**config.mk**
```make
export PLATFORM = sky130hd
export DESIGN_NAME = tlgs_row_update
export DESIGN_NICKNAME = d
export VERILOG_FILES = /design/src/rtl/tlgs_pkg.sv /design/src/rtl/tlgs_row_update.sv
export SDC_FILE = /design/constraint.sdc
export NUM_CORES = 1
export LEC_CHECK = 0
export ABC_AREA = 1
export BUFFER_PORTS_ARGS = -buffer_cell sky130_fd_sc_hd__buf_2
export CAP_MARGIN = 40
export CORE_MARGIN = 1.5
export CORE_UTILIZATION = 25
export DETAILED_ROUTE_END_ITERATION = 10
export SYNTH_ARGS = -nofsm -noshare
export SYNTH_HDL_FRONTEND = slang
export SYNTH_SLANG_ARGS = --single-unit
```
**constraint.sdc**
```tcl
create_clock -name vclk -period 21.4
set_clock_uncertainty 0.2 [all_clocks]
set_input_delay 3.21 -clock vclk [all_inputs]
set_output_delay 3.21 -clock vclk [all_outputs]
set_load 0.01 [all_outputs]
```
**src/rtl/tlgs_pkg.sv**
```systemverilog
// Shared types and constants for the toroidal life grid stepper.
// Holds the command codes, the sequencer state type and field widths.
// No dependencies; imported by every module of the block.
package tlgs_pkg;

  // Default grid maximums, used as top level parameter defaults
  localparam int DEF_MAX_COLS = 64;
  localparam int DEF_MAX_ROWS = 64;

  // Fixed field widths of the stream items and size registers
  localparam int CMD_W      = 2;
  localparam int COORD_W    = 6;
  localparam int SIZE_REG_W = 7;
  localparam int IN_DATA_W  = 16;
  localparam int OUT_DATA_W = 8;

  // Size register value after reset
  localparam logic [SIZE_REG_W-1:0] SIZE_RESET = 7'd64;

  // Configuration register indexes
  localparam logic REG_GRID_WIDTH  = 1'b0;
  localparam logic REG_GRID_HEIGHT = 1'b1;

  // Neighbor counts of rule B3/S23
  localparam logic [3:0] BIRTH_COUNT   = 4'd3;
  localparam logic [3:0] SURVIVE_COUNT = 4'd2;

  // Command codes carried in the input item
  typedef enum logic [CMD_W-1:0] {
    CMD_LOAD   = 2'd0,
    CMD_STEP   = 2'd1,
    CMD_READ   = 2'd2,
    CMD_UNUSED = 2'd3
  } cmd_t;

  // Sequencer states
  typedef enum logic [2:0] {
    ST_CLEAR,  // sweep the plane to dead after reset
    ST_IDLE,   // wait for a transaction
    ST_ACC,    // row data back: modify and write, or pick the read bit
    ST_PRE0,   // step: fetch last row in use
    ST_PRE1,   // step: fetch row zero
    ST_PRE2,   // step: fetch row one
    ST_ROW,    // step: update one row per cycle in place
    ST_DONE    // step: post the result
  } state_t;

endpackage

```
**src/rtl/tlgs_row_update.sv**
```systemverilog
// Next-generation logic for one full grid row under rule B3/S23.
// Wraps columns at the width in use and carries columns beyond it unchanged.
// Depends on tlgs_pkg for the rule counts.
module tlgs_row_update
  import tlgs_pkg::*;
#(
  parameter int MAX_COLS = DEF_MAX_COLS,
  localparam int CW  = $clog2(MAX_COLS + 1),
  localparam int CIW = $clog2(MAX_COLS)
) (
  input  logic [MAX_COLS-1:0] prev_row,
  input  logic [MAX_COLS-1:0] cur_row,
  input  logic [MAX_COLS-1:0] next_row,
  input  logic [CW-1:0]       width,
  output logic [MAX_COLS-1:0] new_row
);

  logic [CIW-1:0] last_col;
  logic           prev_hi;
  logic           cur_hi;
  logic           next_hi;

  // Pick the wrapped-in column at the right edge once for all lanes
  assign last_col = CIW'(width - CW'(1));
  assign prev_hi  = prev_row[last_col];
  assign cur_hi   = cur_row[last_col];
  assign next_hi  = next_row[last_col];

  for (genvar c = 0; c < MAX_COLS; c++) begin : g_col
    logic       lp, lc, ln;
    logic       rp, rc, rn;
    logic       rb_p, rb_c, rb_n;
    logic [3:0] nbr;
    logic       in_use;
    logic       at_last;

    assign in_use  = CW'(c) < width;
    assign at_last = CW'(c) == width - CW'(1);

    // Left neighbors wrap to the last column in use
    if (c == 0) begin : g_left_wrap
      assign lp = prev_hi;
      assign lc = cur_hi;
      assign ln = next_hi;
    end else begin : g_left
      assign lp = prev_row[c-1];
      assign lc = cur_row[c-1];
      assign ln = next_row[c-1];
    end

    // Right neighbors wrap to column zero at the last column in use
    if (c == MAX_COLS - 1) begin : g_right_edge
      assign rb_p = prev_row[0];
      assign rb_c = cur_row[0];
      assign rb_n = next_row[0];
    end else begin : g_right
      assign rb_p = prev_row[c+1];
      assign rb_c = cur_row[c+1];
      assign rb_n = next_row[c+1];
    end
    assign rp = at_last ? prev_row[0] : rb_p;
    assign rc = at_last ? cur_row[0]  : rb_c;
    assign rn = at_last ? next_row[0] : rb_n;

    // Count the eight neighbors
    assign nbr = 4'(lp) + 4'(prev_row[c]) + 4'(rp)
               + 4'(lc) + 4'(rc)
               + 4'(ln) + 4'(next_row[c]) + 4'(rn);

    // Apply the rule inside the size in use, carry the cell outside it
    assign new_row[c] = in_use
                      ? ((nbr == BIRTH_COUNT) || (cur_row[c] && (nbr == SURVIVE_COUNT)))
                      : cur_row[c];
  end

endmodule

```
# == Word level (Yosys, flattened, before mapping) ==
# Cells that the tools add are included.
# totals
regBits,0
in_bits,199
elab_cells,1092
output_inout_bits,64
# classes
muxes,259
magnitude_cmp,65
reduce_logical,129
add_sub_neg,449
eq_ne,190
# op_table
operator,count
4-bit by 1-bit adder with 4-bit output,256
"4-bit by 2-bit == test with 1-bit output, second input constant",128
3-bit by 1-bit adder with 4-bit output,64
1-bit two-way mux,256
"6-bit by 7-bit less-than comparator with 1-bit output, first input constant",32
"6-bit by 7-bit == test with 1-bit output, first input constant",31
2-bit by 1-bit adder with 3-bit output,64
1-bit by 1-bit adder with 2-bit output,64
"5-bit by 7-bit == test with 1-bit output, first input constant",16
"5-bit by 7-bit less-than comparator with 1-bit output, first input constant",16
1-bit logical AND,64
1-bit logical OR,64
"4-bit by 7-bit == test with 1-bit output, first input constant",8
"4-bit by 7-bit less-than comparator with 1-bit output, first input constant",8
"3-bit by 7-bit == test with 1-bit output, first input constant",4
"3-bit by 7-bit less-than comparator with 1-bit output, first input constant",4
1-bit binary-select mux with 6-bit select,3
"2-bit by 7-bit == test with 1-bit output, first input constant",2
"1-bit by 7-bit less-than comparator with 1-bit output, first input constant",2
"2-bit by 7-bit less-than comparator with 1-bit output, first input constant",2
"1-bit by 7-bit == test with 1-bit output, first input constant",1
7-bit logical NOT,1
"6-bit by 7-bit less-than comparator with 1-bit output, second input constant",1
"7-bit by 1-bit subtractor with 7-bit output, second input constant",1

# == Logic depth before layout (Yosys ltp) ==
# logic_depth
ltp_word,14
depth_mapped,28
depth_no_buf,24

# == Worst setup path after synthesis ==
# No wires, ideal clock.
# synth_path
path_kind,input -> output
from,input width[0]
to,output new_row[0]
cell_stages,26
t_arrival_ns,7.976
required_time_ns,17.990
slack_ns,10.014
n_path_buf,5
cell_sequence,buf_2 -> inv_2 -> buf_2 -> buf_1 -> ha_1 -> inv_1 -> clkbuf_1 -> clkbuf_1 -> nand3_1 -> nand2_1 -> nand2_1 -> nand2_1 -> nand2_1 -> nand2_1 -> nand2_1 -> nand2_1 -> nor2_1 -> fa_1 -> inv_1 -> fa_1 -> fa_1 -> inv_1 -> ha_1 -> fa_1 -> o211ai_1 -> a21oi_1
# synth_between
elab_chain_len,14
elab_cells_between_ends,24
cone_classes,add/sub: 8; order compare: 1; eq/ne: 2; mux: 10; reduce/logical: 3
# synth_rtl
element,line,text
from (decl),tlgs_row_update.sv:14,"input logic [CW-1:0] width,"
7-bit by 1-bit subtractor with 7-bit output,n/a,
1-bit binary-select mux with 6-bit select,tlgs_row_update.sv:25,assign prev_hi = prev_row[last_col];
1-bit two-way mux (implied by the code),tlgs_row_update.sv:25,
1-bit by 1-bit adder with 2-bit output,tlgs_row_update.sv:66,assign nbr = 4'(lp) + 4'(prev_row[c]) + 4'(rp)
2-bit by 1-bit adder with 3-bit output,tlgs_row_update.sv:66,
3-bit by 1-bit adder with 4-bit output,tlgs_row_update.sv:67,+ 4'(lc) + 4'(rc)
4-bit by 1-bit adder with 4-bit output,tlgs_row_update.sv:67,
4-bit by 1-bit adder with 4-bit output (3 in series),tlgs_row_update.sv:68,+ 4'(ln) + 4'(next_row[c]) + 4'(rn);
4-bit by 2-bit == test with 1-bit output,tlgs_row_update.sv:72,? ((nbr == BIRTH_COUNT) || (cur_row[c] && (nbr == SURVIVE_COUNT)))
1-bit logical AND,tlgs_row_update.sv:72,
1-bit logical OR,tlgs_row_update.sv:72,
1-bit two-way mux (*),tlgs_row_update.sv:72,
to (decl),tlgs_row_update.sv:15,output logic [MAX_COLS-1:0] new_row
# Mark *: on every way between the ends. The rest lies on a longest branch, timed or not. The select of a mux whose other input is x is not followed.

# == Worst setup path after layout ==
# Ends and elaborated chain as after synthesis.

==> metrics.txt <==
RD Place Congestion=around 0.88; MaxCap Viol Count=0; clkbuf count=0; Routed WL per cell=18.0 um; initial antenna violation count=17; P_leak=between 0.009 and 0.01 uW; nets@finish=approximately 3300; vias in the first global route=around 16000; Crit Path Max Fanout=just under 50; Cell Pwr Density=around 40 nW/um2; syn_nets=~3100; critical path's most frequent cell=nand2_1; # setup viols final=0; Hold Slack=around 6.6 ns; core area=around 64000 um2; maximum vdd drop=around 0.029 mV; PostCTS Resize Cnt=0; Top Ports=263; number of sequential cells=0; Final Slew Violations=0; Seq. cell area=0 um2; GRT Util Overall=0.187; die area=roughly 67000 um2; via density per instance=~4.8; CP Buf/Inv Count=8; first-pass GRT wire length=approximately 97 mm; Top delay family on crit path=adder cells; routed wire length=about 63 mm; DIE WIDTH=roughly 260 um; crit path launch type=input port; cts hold-fix bufs=0; largest net degree at the start of global routing=slightly below 80; final worst-path cycle share=0.600; RSZ-0062 raised after global routing=no; sequential cell area fraction in the yosys report=0; num rows=between 90 and 100; Least-Margin Pin Slew=just over 0.9 ns; Crit Path Category=input port to output pin; relative slew slack=0.383; Sum Neg Setup Slack=0 ns; drt drc=0; Vias=between 15000 and 20000; cell count after synthesis=approximately 2500; Yosys cell types=35; Cell Area, Synth=~16000 um2; antenna-violating nets left=0; WP data arrival=around 9.4 ns; status=finished, final reports clean; worst min-delay path class=input port to output pin; starting density of the core=0.253; 1st-iter DRT viols=between 1000 and 1500; CP max-delay cell=clkinv_2; syn avg cell area=6.63 um2; filler cell count=7253; CP Capture Type=output pin; CP max stage delay=about 0.6 ns; post-CTS setup buffer count=0; achievable frequency=between 70 and 80 MHz; Final Hold Fails=0; layout cells sized above 1=0.122; GRT overflow=0; minimum clock period after layout=about 13 ns; detailed-placement wirelength estimate=52.4 mm; IO Port Bufs=about 260; required time of the worst setup path=~18 ns; drt pass-1 iters=5; Layout area overhead=13.5%; synth warn=0; area of the multi-input gates=about 15000 um2; Die Ht=259 um
[Yosys cell counts, drive strengths merged (2+ instances only)]
| master | instances | share of area |
|---|---|---|
| nand2 | 860 | 0.20 |
| inv | 383 | 0.088 |
| fa | 256 | 0.31 |
| nand3 | 227 | 0.070 |
| o21ai | 220 | 0.068 |
| ha | 197 | 0.15 |
| nor2 | 100 | 0.030 |
| a21oi | 56 | 0.017 |
| o211ai | 50 | 0.023 |
| clkbuf | 43 | 0.0099 |
| buf | 30 | 0.0090 |
| o2111ai | 11 | 0.0059 |
| a211o | 6 | 0.0032 |
| nand3b | 5 | 0.0023 |
| a31oi | 4 | 0.0015 |
| o22ai | 3 | 0.0011 |
| nand4 | 2 | 0.00077 |
| nor3 | 2 | 0.0016 |
| xor2 | 2 | 0.0015 |
[tightest hold or removal path: stages]
cell	delay, ns
buf_2	0.14
a21oi_1	0.08
inv_1	0.04
buf_2	0.12
[cell families (layout without fill, tap and decap cells)]
group,after synthesis,count (layout),synth area share
and+or+nand+nor,1196,1196,0.305
buffers and inverters,456,661,0.107
adders and majority gates,453,453,0.465
AOI/OAI and AO/OA,354,354,0.122
xor gates and xnor gates,2,2,0.00153
other,0,2,0
[cell type report]
cell class                      count  share of cell area
Multi-Input combinational cell   2005               0.787
Inverter                          383              0.0777
Timing Repair Buffer              278              0.0771
Tap cell                          855              0.0577
Antenna cell                        2            0.000270
[layout by cell type (no fill, tap or decap), drive strengths merged]
master / n
ha: 197
o22ai: 3
o21a: 1
nand3: 227
clkinv: 2
inv: 381
a21o: 1
o31ai: 1
nand2: 860
diode: 2
fa: 256
o2bb2ai: 1
xor2: 2
o21ai: 220
a211o: 6
nor3: 2
a21oi: 56
o2111ai: 11
o211ai: 50
nor2: 100
nand4: 2
nand3b: 5
buf: 278
a31oi: 4
[worst paths after layout]
path / end / start / cells after the start / slack, ns
worst max-delay path: new_row[0] / width[0] / 25 / 8.56
worst min-delay path: new_row[21] / cur_row[21] / 4 / 6.60
[power breakdown]
group / switching (uW) / internal, uW / total (uW)
Combinational: 454 / 307 / 761
Clock: 0 / 0.0000126 / 0.0000126
Sequential: 0 / 0 / 0
[routing by layer]
metal / GRT usage / routed length (um)
met2: 0.319 / 29900
met3: 0.0230 / 3800
met4: 0.0323 / 1320
met1: 0.256 / 28300
met5: 0 / 155
[metrics by stage]
stage | setup slack [ns] | std cells | total power, uW | util | cell area [um2]
floorplan | 10.01 | 2461 | 526 | - | 16300
global placement | 8.57 | 3520 | 752 | 0.287 | 18500
detailed placement | 8.54 | 3521 | 768 | 0.287 | 18500
CTS | 8.54 | 3521 | 772 | 0.287 | 18500
global route | 8.08 | 3522 | 893 | 0.287 | 18500
finish | 8.56 | 3523 | 761 | 0.287 | 18500
Note: power is estimated with default switching activity, not from simulation.
